$ cat src/hdl/escf_pkg.sv
package escf_pkg;

	localparam int FIT_SPAN_DEF      = 10;
	localparam int MAX_ROW_WIDTH_DEF = 4096;
	localparam int PIXEL_BITS_DEF    = 16;

	localparam int FRAC_BITS     = 16;
	localparam int CONTRAST_BITS = 24;
	// quotient bits kept before the rounding halving
	localparam int QUO_BITS      = CONTRAST_BITS + 1;
	// magnitude bits that enter the divider below the initial remainder
	localparam int LOW_BITS      = QUO_BITS - FRAC_BITS - 1;

	typedef struct packed {
		logic                     invalid;
		logic [CONTRAST_BITS-1:0] contrast;
	} div_result_t;

	// integer fit weight at distance q from the edge, common scale removed
	function automatic int fit_weight(input int n, input int q);
		return (n * n - 1) + 3 * n * (n - 1 - 2 * q);
	endfunction

	function automatic int weight_width(input int n);
		return $clog2(4 * n * n) + 1;
	endfunction

	// signed width of one extrapolation sum
	function automatic int acc_width(input int n, input int pb);
		int s;
		int w;
		s = 0;
		for (int q = 0; q < n; q++) begin
			w = fit_weight(n, q);
			s += (w < 0) ? -w : w;
		end
		return pb + $clog2(s + 1) + 1;
	endfunction

endpackage

$ cat src/hdl/escf_dot.sv
module escf_dot #(
	parameter int N  = escf_pkg::FIT_SPAN_DEF,
	parameter int PB = escf_pkg::PIXEL_BITS_DEF
) (
	input  logic                                        clk,
	input  logic                                        arst_n,
	input  logic                                        start,
	input  logic [2*N-1:0][PB-1:0]                      win,
	output logic                                        done,
	output logic signed [escf_pkg::acc_width(N,PB)-1:0] v1,
	output logic signed [escf_pkg::acc_width(N,PB)-1:0] v2
);

	localparam int VW   = escf_pkg::acc_width(N, PB);
	localparam int WW   = escf_pkg::weight_width(N);
	localparam int PW   = WW + PB + 1;
	localparam int CNTW = $clog2(N);
	localparam logic [CNTW-1:0] CNT_LAST = CNTW'(N - 1);

	logic [N-1:0][PB-1:0] left_q;
	logic [N-1:0][PB-1:0] right_q;
	logic [CNTW-1:0]      cnt_q;
	logic                 busy_q;
	logic                 done_q;
	logic signed [VW-1:0] acc1_q;
	logic signed [VW-1:0] acc2_q;
	logic signed [WW-1:0] w;
	logic signed [PW-1:0] p1;
	logic signed [PW-1:0] p2;

	assign w  = WW'(escf_pkg::fit_weight(N, int'(cnt_q)));
	assign p1 = PW'(w) * PW'($signed({1'b0, left_q[0]}));
	assign p2 = PW'(w) * PW'($signed({1'b0, right_q[0]}));

	always_ff @(posedge clk or negedge arst_n) begin
		if (!arst_n) begin
			busy_q <= 1'b0;
			done_q <= 1'b0;
			cnt_q  <= '0;
		end else begin
			done_q <= 1'b0;
			if (start) begin
				busy_q <= 1'b1;
				cnt_q  <= '0;
			end else if (busy_q) begin
				cnt_q <= cnt_q + CNTW'(1);
				if (cnt_q == CNT_LAST) begin
					busy_q <= 1'b0;
					done_q <= 1'b1;
				end
			end
		end
	end

	// taps leave the snapshot nearest to the edge first
	always_ff @(posedge clk) begin
		if (start) begin
			acc1_q <= '0;
			acc2_q <= '0;
			for (int q = 0; q < N; q++) begin
				left_q[q]  <= win[N+q];
				right_q[q] <= win[N-1-q];
			end
		end else if (busy_q) begin
			acc1_q  <= acc1_q + VW'(p1);
			acc2_q  <= acc2_q + VW'(p2);
			left_q  <= {{PB{1'b0}}, left_q[N-1:1]};
			right_q <= {{PB{1'b0}}, right_q[N-1:1]};
		end
	end

	assign done = done_q;
	assign v1   = acc1_q;
	assign v2   = acc2_q;

endmodule

$ cat src/hdl/escf_div.sv
module escf_div #(
	parameter int N  = escf_pkg::FIT_SPAN_DEF,
	parameter int PB = escf_pkg::PIXEL_BITS_DEF
) (
	input  logic                                        clk,
	input  logic                                        arst_n,
	input  logic                                        start,
	input  logic signed [escf_pkg::acc_width(N,PB)-1:0] v1,
	input  logic signed [escf_pkg::acc_width(N,PB)-1:0] v2,
	output logic                                        done,
	output escf_pkg::div_result_t                       res
);

	localparam int VW = escf_pkg::acc_width(N, PB);
	localparam int SW = VW + 2;
	localparam int RW = SW + 1;
	localparam int QW = escf_pkg::QUO_BITS;
	localparam int LB = escf_pkg::LOW_BITS;
	localparam int FB = escf_pkg::FRAC_BITS;
	localparam int CB = escf_pkg::CONTRAST_BITS;
	localparam int IW = $clog2(QW);
	localparam logic [IW-1:0] IT_LAST = IW'(QW - 1);
	localparam logic [QW-1:0] LIM_NEG = QW'(2 ** (CB - 1));
	localparam logic [QW-1:0] LIM_POS = QW'(2 ** (CB - 1) - 1);

	localparam logic [2:0] PH_IDLE = 3'd0;
	localparam logic [2:0] PH_FLIP = 3'd1;
	localparam logic [2:0] PH_ABS  = 3'd2;
	localparam logic [2:0] PH_ITER = 3'd3;
	localparam logic [2:0] PH_FIN  = 3'd4;

	logic [2:0]           ph_q;
	logic [IW-1:0]        it_q;
	logic                 done_q;
	logic signed [SW-1:0] num_q;
	logic signed [SW-1:0] den_q;
	logic [SW-1:0]        dabs_q;
	logic [RW-1:0]        r_q;
	logic [QW-1:0]        sh_q;
	logic [QW-1:0]        quo_q;
	logic                 neg_q;
	logic                 zero_q;
	logic                 ovf_q;
	escf_pkg::div_result_t res_q;

	logic [SW-1:0] mag;
	logic [RW-1:0] r0;
	logic          zero;
	logic          ovf;
	logic [RW-1:0] rs;
	logic          ge;
	logic [QW-1:0] qr;
	logic [QW-1:0] m;
	logic [CB-1:0] c;

	assign mag  = num_q[SW-1] ? SW'(-num_q) : SW'(num_q);
	assign r0   = RW'(mag >> LB);
	assign zero = (den_q == '0);
	assign ovf  = (r0 >= RW'(den_q));

	assign rs = {r_q[RW-2:0], sh_q[QW-1]};
	assign ge = (rs >= RW'(dabs_q));

	always_comb begin
		qr = QW'(({1'b0, quo_q} + (QW+1)'(1)) >> 1);
		if (neg_q) begin
			m = (ovf_q || qr > LIM_NEG) ? LIM_NEG : qr;
			c = CB'(-m);
		end else begin
			m = (ovf_q || qr > LIM_POS) ? LIM_POS : qr;
			c = CB'(m);
		end
	end

	always_ff @(posedge clk or negedge arst_n) begin
		if (!arst_n) begin
			ph_q   <= PH_IDLE;
			it_q   <= '0;
			done_q <= 1'b0;
		end else begin
			done_q <= 1'b0;
			case (ph_q)
				PH_IDLE: begin
					if (start) ph_q <= PH_FLIP;
				end
				PH_FLIP: begin
					ph_q <= PH_ABS;
				end
				PH_ABS: begin
					it_q <= '0;
					ph_q <= (zero || ovf) ? PH_FIN : PH_ITER;
				end
				PH_ITER: begin
					it_q <= it_q + IW'(1);
					if (it_q == IT_LAST) ph_q <= PH_FIN;
				end
				PH_FIN: begin
					done_q <= 1'b1;
					ph_q   <= PH_IDLE;
				end
				default: ph_q <= PH_IDLE;
			endcase
		end
	end

	always_ff @(posedge clk) begin
		case (ph_q)
			PH_IDLE: begin
				if (start) begin
					num_q <= SW'(v1) - SW'(v2);
					den_q <= SW'(v1) + SW'(v2);
				end
			end
			PH_FLIP: begin
				if (den_q[SW-1]) begin
					num_q <= -num_q;
					den_q <= -den_q;
				end
			end
			PH_ABS: begin
				neg_q  <= num_q[SW-1];
				dabs_q <= SW'(den_q);
				zero_q <= zero;
				ovf_q  <= ovf;
				r_q    <= r0;
				sh_q   <= {mag[LB-1:0], (FB+1)'(0)};
				quo_q  <= '0;
			end
			PH_ITER: begin
				r_q   <= ge ? rs - RW'(dabs_q) : rs;
				sh_q  <= {sh_q[QW-2:0], 1'b0};
				quo_q <= {quo_q[QW-2:0], ge};
			end
			PH_FIN: begin
				res_q.invalid  <= zero_q;
				res_q.contrast <= zero_q ? '0 : c;
			end
			default: ;
		endcase
	end

	assign done = done_q;
	assign res  = res_q;

endmodule

$ cat src/hdl/edge_step_contrast_filter.sv
// channel | valid     | stall     | fields
// --------+-----------+-----------+----------------------------
// pixel   | pix_valid | pix_stall | pixel, row_end
// result  | res_valid | res_stall | contrast, invalid, row_done
//
// A result word passes through load, the two-tap MAC, the radix-2 divider,
// hand-off and advance. A pixel that closes a column starts that pass; one
// that closes no column goes straight to advance. The row end adds up to
// FIT_SPAN - 1 flushed results, pix_stall high.
// Reset clears the window and column count at once; no clearing pass.
// A held result word leaves the input side free until the next result is ready.
module edge_step_contrast_filter #(
	parameter int FIT_SPAN      = escf_pkg::FIT_SPAN_DEF,
	parameter int MAX_ROW_WIDTH = escf_pkg::MAX_ROW_WIDTH_DEF,
	parameter int PIXEL_BITS    = escf_pkg::PIXEL_BITS_DEF
) (
	input  logic                                  clk,
	input  logic                                  arst_n,
	input  logic                                  pix_valid,
	output logic                                  pix_stall,
	input  logic [PIXEL_BITS-1:0]                 pixel,
	input  logic                                  row_end,
	output logic                                  res_valid,
	input  logic                                  res_stall,
	output logic signed [escf_pkg::CONTRAST_BITS-1:0] contrast,
	output logic                                  invalid,
	output logic                                  row_done
);

	localparam int N    = FIT_SPAN;
	localparam int PB   = PIXEL_BITS;
	localparam int VW   = escf_pkg::acc_width(N, PB);
	localparam int CW   = $clog2(MAX_ROW_WIDTH + 1);
	localparam int JW   = $clog2(N);
	localparam int SUMW = CW + 2;
	localparam int CB   = escf_pkg::CONTRAST_BITS;
	localparam logic [JW-1:0] J_LAST  = JW'(N - 1);
	localparam logic [CW-1:0] CNT_MAX = CW'(MAX_ROW_WIDTH);

	localparam logic [2:0] ST_IDLE = 3'd0;
	localparam logic [2:0] ST_LOAD = 3'd1;
	localparam logic [2:0] ST_DOT  = 3'd2;
	localparam logic [2:0] ST_DIV  = 3'd3;
	localparam logic [2:0] ST_PUT  = 3'd4;
	localparam logic [2:0] ST_ADV  = 3'd5;

	logic [2:0]             state_q;
	logic [2*N-1:0][PB-1:0] win_q;
	logic [CW-1:0]          count_q;
	logic [JW-1:0]          j_q;
	logic                   last_q;
	logic                   res_valid_q;
	logic [CB-1:0]          contrast_q;
	logic                   invalid_q;
	logic                   row_done_q;

	logic [CW-1:0]        cnt_new;
	logic                 new_emit;
	logic                 adv_emit;
	logic                 out_free;
	logic                 dot_start;
	logic                 dot_done;
	logic signed [VW-1:0] v1;
	logic signed [VW-1:0] v2;
	logic                 div_start;
	logic                 div_done;
	escf_pkg::div_result_t div_res;

	assign cnt_new   = (count_q == CNT_MAX) ? count_q : count_q + CW'(1);
	assign new_emit  = SUMW'(cnt_new) >= SUMW'(N);
	assign adv_emit  = (SUMW'(count_q) + SUMW'(j_q) + SUMW'(1)) >= SUMW'(N);
	assign out_free  = !res_valid_q || !res_stall;
	assign dot_start = (state_q == ST_LOAD);
	assign div_start = (state_q == ST_DOT) && dot_done;
	assign pix_stall = (state_q != ST_IDLE);

	escf_dot #(.N(N), .PB(PB)) u_dot (
		.clk    (clk),
		.arst_n (arst_n),
		.start  (dot_start),
		.win    (win_q),
		.done   (dot_done),
		.v1     (v1),
		.v2     (v2)
	);

	escf_div #(.N(N), .PB(PB)) u_div (
		.clk    (clk),
		.arst_n (arst_n),
		.start  (div_start),
		.v1     (v1),
		.v2     (v2),
		.done   (div_done),
		.res    (div_res)
	);

	always_ff @(posedge clk or negedge arst_n) begin
		if (!arst_n) begin
			state_q     <= ST_IDLE;
			win_q       <= '0;
			count_q     <= '0;
			j_q         <= '0;
			last_q      <= 1'b0;
			res_valid_q <= 1'b0;
		end else begin
			if (state_q == ST_PUT && out_free) res_valid_q <= 1'b1;
			else if (!res_stall) res_valid_q <= 1'b0;
			case (state_q)
				ST_IDLE: begin
					if (pix_valid) begin
						win_q   <= {win_q[2*N-2:0], pixel};
						count_q <= cnt_new;
						last_q  <= row_end;
						j_q     <= '0;
						state_q <= new_emit ? ST_LOAD : ST_ADV;
					end
				end
				ST_LOAD: begin
					state_q <= ST_DOT;
				end
				ST_DOT: begin
					if (dot_done) state_q <= ST_DIV;
				end
				ST_DIV: begin
					if (div_done) state_q <= ST_PUT;
				end
				ST_PUT: begin
					if (out_free) state_q <= ST_ADV;
				end
				ST_ADV: begin
					if (last_q && j_q != J_LAST) begin
						// flush: zeros past the row end
						win_q   <= {win_q[2*N-2:0], {PB{1'b0}}};
						j_q     <= j_q + JW'(1);
						state_q <= adv_emit ? ST_LOAD : ST_ADV;
					end else begin
						if (last_q) begin
							win_q   <= '0;
							count_q <= '0;
							j_q     <= '0;
							last_q  <= 1'b0;
						end
						state_q <= ST_IDLE;
					end
				end
				default: state_q <= ST_IDLE;
			endcase
		end
	end

	always_ff @(posedge clk) begin
		if (state_q == ST_PUT && out_free) begin
			contrast_q <= div_res.contrast;
			invalid_q  <= div_res.invalid;
			row_done_q <= last_q && (j_q == J_LAST);
		end
	end

	assign res_valid = res_valid_q;
	assign contrast  = contrast_q;
	assign invalid   = invalid_q;
	assign row_done  = row_done_q;

	a_flush_bound: assert property (@(posedge clk) disable iff (!arst_n)
		j_q <= J_LAST)
		else $error("flush step past the window");

	a_flush_only_at_end: assert property (@(posedge clk) disable iff (!arst_n)
		!last_q |-> (j_q == '0))
		else $error("flush step outside a row end");

	a_count_sat: assert property (@(posedge clk) disable iff (!arst_n)
		count_q <= CNT_MAX)
		else $error("column count past saturation");

	a_dot_done_state: assert property (@(posedge clk) disable iff (!arst_n)
		dot_done |-> (state_q == ST_DOT))
		else $error("dot product finished outside its wait state");

	a_div_done_state: assert property (@(posedge clk) disable iff (!arst_n)
		div_done |-> (state_q == ST_DIV))
		else $error("divider finished outside its wait state");

endmodule

$ cat config.mk
export PLATFORM = sky130hd
export DESIGN_NAME = edge_step_contrast_filter
export DESIGN_NICKNAME = d
export VERILOG_FILES = /design/src/hdl/escf_pkg.sv /design/src/hdl/escf_dot.sv /design/src/hdl/escf_div.sv /design/src/hdl/edge_step_contrast_filter.sv
export SDC_FILE = /design/constraint.sdc
export NUM_CORES = 2
export LEC_CHECK = 0
export ABC_AREA = 1
export BUFFER_PORTS_ARGS = -buffer_cell sky130_fd_sc_hd__clkbuf_2
export CAP_MARGIN = 20
export CELL_PAD_IN_SITES_DETAIL_PLACEMENT = 1
export CELL_PAD_IN_SITES_GLOBAL_PLACEMENT = 2
export CORE_MARGIN = 2
export CORE_UTILIZATION = 42
export CTS_BUF_LIST = sky130_fd_sc_hd__clkbuf_4
export DETAILED_ROUTE_END_ITERATION = 12
export PLACE_DENSITY = 0.8
export SYNTH_ARGS = -nofsm -noshare
export SYNTH_HDL_FRONTEND = slang
export SYNTH_HIERARCHICAL = 1
export SYNTH_SLANG_ARGS = --single-unit
export TNS_END_PERCENT = 5
$ cat constraint.sdc
create_clock -name clk -period 10.65 [get_ports clk]
set_input_delay 1.065 -clock clk [delete_from_list [all_inputs] [get_ports clk]]
set_output_delay 1.065 -clock clk [all_outputs]
set_load 0.005 [all_outputs]
Word-level counts from Yosys, hierarchy flattened
Cells that the tools add are included.
- register bits after elaboration: 957
- bits of input ports: 21
- output and inout bits: 28
- word-level logic and storage cells: 202
- add/sub/neg operators: 17
- multiply operators: 3
- magnitude comparators: 6
- equal/unequal tests: 25
- muxes and demuxes: 58
- reduce and logical (&&, ||, !) cells: 25
- operators by type and width (kind ; count):
    $mux W320 ; 3
    $mux W160 ; 4
    $pmux W320 S2 ; 1
    $mux W30 ; 6
    $pmux W30 S2 ; 3
    $pmux W25 S2 ; 2
    $mux W24 ; 3
    $neg A30 Y30 ; 2
    $add A28 B27 Y28 ; 2
    $mul A10 B17 Y27 ; 2
    $mux W13 ; 4
    $mul A5 B32 Y9 const A ; 1
    $ge A22 B31 Y1 ; 1
    $ge A31 B30 Y1 ; 1
    $logic_not A30 Y1 ; 1
    $mux W3 ; 10
    $sub A30 B30 Y30 ; 1
    $add A28 B28 Y29 ; 1
    $sub A28 B28 Y29 ; 1
    $add A25 B1 Y26 const B ; 1
    $pmux W13 S2 ; 1
    $gt A25 B23 Y1 const B ; 1
    $gt A25 B24 Y1 const B ; 1
    $neg A24 Y24 ; 1
    35 further kinds ; 80

Logic depth before layout (Yosys ltp)
- depth in word-level cells: 6
- depth in mapped cells: 53
- gate-level depth less buffers: 50

Modules after synthesis
The synthesis kept the hierarchy.
- modules (own cells, without submodules) (module ; instances ; cells an instance ; area each (um2) ; seq. area each (um2)):
    escf_dot ; 1 ; 3253 ; 28160.8 ; 10880.4
    edge_step_contrast_filter ; 1 ; 1696 ; 16558.4 ; 9339.0
    escf_div ; 1 ; 2139 ; 15790.1 ; 5660.4

Least setup slack after synthesis
No wires, ideal clock.
- path kind: reg-to-reg
- from: reg state_q[0]
- to: reg u_dot/left_q[0] (netlist bit), enable pin
- library setup time: 2402 ps
- arrival: 6364 ps
- required time: 8248 ps
- setup slack: 1884 ps
- cell stages (with the launch flop): 9
- buffers on the path: 2
- clock period less this slack: 8766 ps
- path through: dfrtp_1 inv_2 nor2_4 nand2_1 inv_1 clkbuf_1 inv_1 clkbuf_1 nand2_1
- longest elaborated chain between the ends: 2
- ends and longest elaborated chain (what ; line ; RTL):
    start: declaration ; edge_step_contrast_filter.sv:47 ; logic [2:0] state_q;
    start signal: assignment ; edge_step_contrast_filter.sv:115 ; state_q <= new_emit ? ST_LOAD : ST_ADV;
    start signal: assignment ; edge_step_contrast_filter.sv:135 ; state_q <= adv_emit ? ST_LOAD : ST_ADV;
    $eq A3 B1 Y1 ; edge_step_contrast_filter.sv:73 ; assign dot_start = (state_q == ST_LOAD);
    named net dot_start ; edge_step_contrast_filter.sv:61 ; logic dot_start;
    $reduce_bool A2 Y1 (no source line) ; n/a ;
    end signal: indexed assignment ; escf_dot.sv:61 ; left_q[q] <= win[N+q];
    end signal: assignment ; escf_dot.sv:67 ; left_q <= {{PB{1'b0}}, left_q[N-1:1]};
    end: declaration ; escf_dot.sv:20 ; logic [N-1:0][PB-1:0] left_q;
The timed path passes the listed nets, and every way through them passes these cells.
A chain may end at the register's enable or synchronous reset.

Worst setup path in the final report
- from: reg u_dot.cnt_q[0]
- to: reg u_dot.acc2_q[27] (netlist: u_dot/v2[27])
- longest elaborated chain between the ends: 5
- ends and longest elaborated chain (what ; line ; RTL):
    start: declaration ; escf_dot.sv:22 ; logic [CNTW-1:0] cnt_q;
    start signal: assignment ; escf_dot.sv:46 ; cnt_q <= cnt_q + CNTW'(1);
    $sub A4 B5 Y6 ; escf_pkg.sv:21 ; return (n * n - 1) + 3 * n * (n - 1 - 2 * q);
    $mul A5 B32 Y9 ; escf_pkg.sv:21 ;
    $add A8 B10 Y10 ; escf_pkg.sv:21 ;
    $mul A10 B17 Y27 ; escf_dot.sv:33 ; assign p2 = PW'(w) * PW'($signed({1'b0, right_q[0]}));
    $add A28 B27 Y28 ; escf_dot.sv:66 ; acc2_q <= acc2_q + VW'(p2);
    end signal: assignment ; escf_dot.sv:66 ;
    end: declaration ; escf_dot.sv:26 ; logic signed [VW-1:0] acc2_q;
No other way between the ends.

==> flow_metrics.tcl <==
set metrics [dict create \
    yosysSeqAreaShare_pct 42.8 \
    ys.flop_type "edfxtp_1" \
    critical_path.max_stage_delay_ns 0.56 \
    end_kind "flop" \
    startpoint_type "flop" \
    crit_family "adder cells" \
    fmax_mhz 107 \
    hold_viol 0 \
    crit_buf_inv 7 \
    routed_wl_mm 175 \
    min_period_ns 9.34 \
    min_period_over_period_pct 87.7 \
    synth-seq-cells 940 \
    design.core.area_sq_um 143000 \
    most-common-layout-cells "nand2_1, inv_1, edfxtp_1, nor2_1, clkbuf_4" \
    grt_pass1_vias 50513 \
    dp_hpwl_mm 123 \
    clk-insertion-delay-late_ns 1.26 \
    grt_overflow 0 \
    clockPowerShare_pct 49.2 \
    cap_violations 0 \
    async_flop_share_pct 38.0 \
    criticalPathCategory "reg2reg" \
    min_from "pixel[0]" \
    clkSinkCount 940 \
    required_ns 11.73 \
    grt_first_pass_wirelength_mm 283 \
    post_cts_resized 0 \
    cts_made_buffers 297 \
    io-pin-count 49 \
    rsz0062_at_grt "false" \
    p_int_w 0.00589 \
    cellPowerDensity_nw_per_um2 115 \
    rows 139 \
    status "finished, final reports clean" \
    synth_top_area_share_pct 26.2 \
    setup_tns_ns 0 \
    synth_warnings 6 \
    first_pass_iters 5 \
    slew_violations 0 \
    syn-cell-area_sq_um 60500 \
    pwr-share-seq_pct 50.3 \
    design_area_sq_um 66000 \
    yosysTopAreaCell "edfxtp_1" \
    io_buffers 48 \
    skew_ns 0.103 \
    final_common_cell "nand2_1" \
    synth_nets 7680 \
    relSlewSlack_pct 21.2 \
    clock_path_buffers 4 \
    ys_top_cells_by_area "edfxtp_1, dfrtp_1, nand2_1" \
    fill_cells 17257 \
    die_x_um 384 \
    detail-route-antenna-nets 0 \
    critPathLaunch "u_dot/cnt_q[0]$_DFFE_PN0P_" \
    p_leak_nw 32.4 \
    ctsHtreeMaxLevel 5 \
    crit_top_cell "nand2_1" \
    ys_types 64 \
    dieArea_sq_um 147000 \
    switching_share_pct 22.2 \
    dpl-instance-area_sq_um 62000 \
    p_sw_w 0.00169 \
    routedWlPerCell_um 18.8 \
    drive_gt1_share_pct 12.0 \
    start_util_pct 42.2 \
    hold_path.class "in2reg" \
    grt_antenna_before_repair 6 \
    clk_pin_slew_ns 0.06 \
    die_y_um 384 \
    drc_errors 0 \
    gp_congestion 0.913 \
    drt-initial-drc-count 2593 \
    worst-path-max-fanout 39 \
    hold_buffers 10 \
    syn_inst 7088 \
    viasPerCell 5.11 \
    timing.hold.ws_ns 0.167 \
    area_growth_pct 9.02 \
    worst_path_max_delay_cell "fa_1" \
    cts_root_buf "clkbuf_4" \
    grtUsageTotal_pct 24.2 \
    synth_area_per_cell_sq_um 8.54 \
    cts_tree "yes" \
    finalSetupViolCount 0 \
    pwr-share-comb_pct 0.5 \
    tightest_slew_ns 1.18 \
    cts_setup_buffers 0 \
    worstReg2RegStart "u_dot/cnt_q[0]$_DFFE_PN0P_" \
    grt_start_max_net_pins 176 \
    irDropWorstVdd_mv 0.0897 \
    vias 47745 \
    arrival_ns 10.42 \
    finalNetCount 7808 \
    synth_edf_count 527 \
]
power groups by stage:
stage                        logic [W]  registers (W)  clock network (W)
after floorplan           0.0000000560        0.00389                  0
after global placement       0.0000378        0.00389                  0
after detailed placement     0.0000377        0.00389                  0
after CTS                    0.0000408        0.00381            0.00391
after global routing         0.0000441        0.00381            0.00411
final                        0.0000378        0.00381            0.00373
logic make-up (layout without fill, tap and decap cells):
logic type | Yosys count | in the layout | synth area share, %
AOI/OAI and AO/OA | 696 | 696 | 6.43
xor gates and xnor gates | 120 | 120 | 1.74
adders and majority gates | 571 | 571 | 14.9
buffers and inverters | 1220 | 1564 | 8.50
DFF | 940 | 940 | 42.8
other | 0 | 9 | 0
and+or+nand+nor | 3541 | 3541 | 25.6
path summary, 6_finish.rpt:
path	endpoint	slack, ns	cells after the start
max in group asynchronous	win_q[267]$_DFFE_PN0P_	8.05	4
setup / recovery	u_dot/v2[27]$_SDFFE_PP0P_	1.31	43
setup reg to reg	u_dot/v2[27]$_SDFFE_PP0P_	1.31	43
hold / removal	win_q[0]$_DFFE_PN0P_	0.17	3
min in group asynchronous	count_q[11]$_DFFE_PN0P_	0.40	2
hold reg to reg	contrast[8]$_DFFE_PP_	0.41	0
worst register-to-register path, delay by kind of cell, from the launching register on:
kind | cells | cell delay (ns)
AOI/OAI and AO/OA | 1 | 0.39
DFF | 1 | 0.34
and+or+nand+nor | 24 | 2.87
xor gates and xnor gates | 2 | 0.37
adders and majority gates | 9 | 4.11
buffers and inverters | 7 | 1.12
synth_stat cells, types with 51 or more instances:
cell type / number
a21oi_1: 267
buf_2: 61
clkbuf_1: 153
dfrtp_1: 357
dfxtp_1: 56
edfxtp_1: 527
fa_1: 250
ha_1: 321
inv_1: 928
nand2_1: 2290
nand3_1: 317
nand3_2: 204
nor2_1: 528
nor3_1: 51
o21ai_0: 249
xor2_1: 86
metrics by stage:
stage	utilization, %	instances	total power, W	worst slack, ns
2_1_floorplan	-	7088	0.00389	1.88
3_5_place_dp	43.3	8810	0.00392	1.32
6_report	46.0	9344	0.00758	1.31
5_1_grt	46.0	9344	0.00796	0.597
4_1_cts	46.0	9335	0.00776	1.27
3_3_place_gp	43.3	8810	0.00392	1.47
state kept, by name, indices dropped and copies added, names as in the netlist, 3 cells and up:
signal,count
u_dot/cnt_q,4
u_dot/right_q,160
u_dot/v1,28
contrast,24
j_q,4
u_div/sh_q,8
u_div/r_q,30
u_div/res,25
u_dot/v2,28
u_div/dabs_q,30
u_div/ph_q,3
win_q,320
u_dot/left_q,160
u_div/it_q,5
state_q,3
u_div/den_q,30
count_q,13
u_div/quo_q,25
u_div/num_q,30
final cells by class:
class	instances	area, sq um	share of cell area, %
clock buffers	461	3460	5.25
well taps	1903	2380	3.61
clock inverters	54	340	0.516
diodes	9	22.5	0.0341
inverters	942	3560	5.39
multi-input cells	4928	29500	44.8
flip-flops and latches	940	25900	39.2
repair buffers	107	781	1.18
routing by layer:
| metal | vias up | part of all wire [%] | track usage [%] |
|---|---|---|---|
| met5 | - | 0.011 | 0 |
| met4 | 2 | 2.9 | 8.70 |
| met3 | 234 | 4.1 | 4.11 |
| met2 | 858 | 47 | 39.3 |
| met1 | 23559 | 46 | 32.4 |
| li1 | 23092 | - | - |
Note: power is estimated with default switching activity, not from simulation.
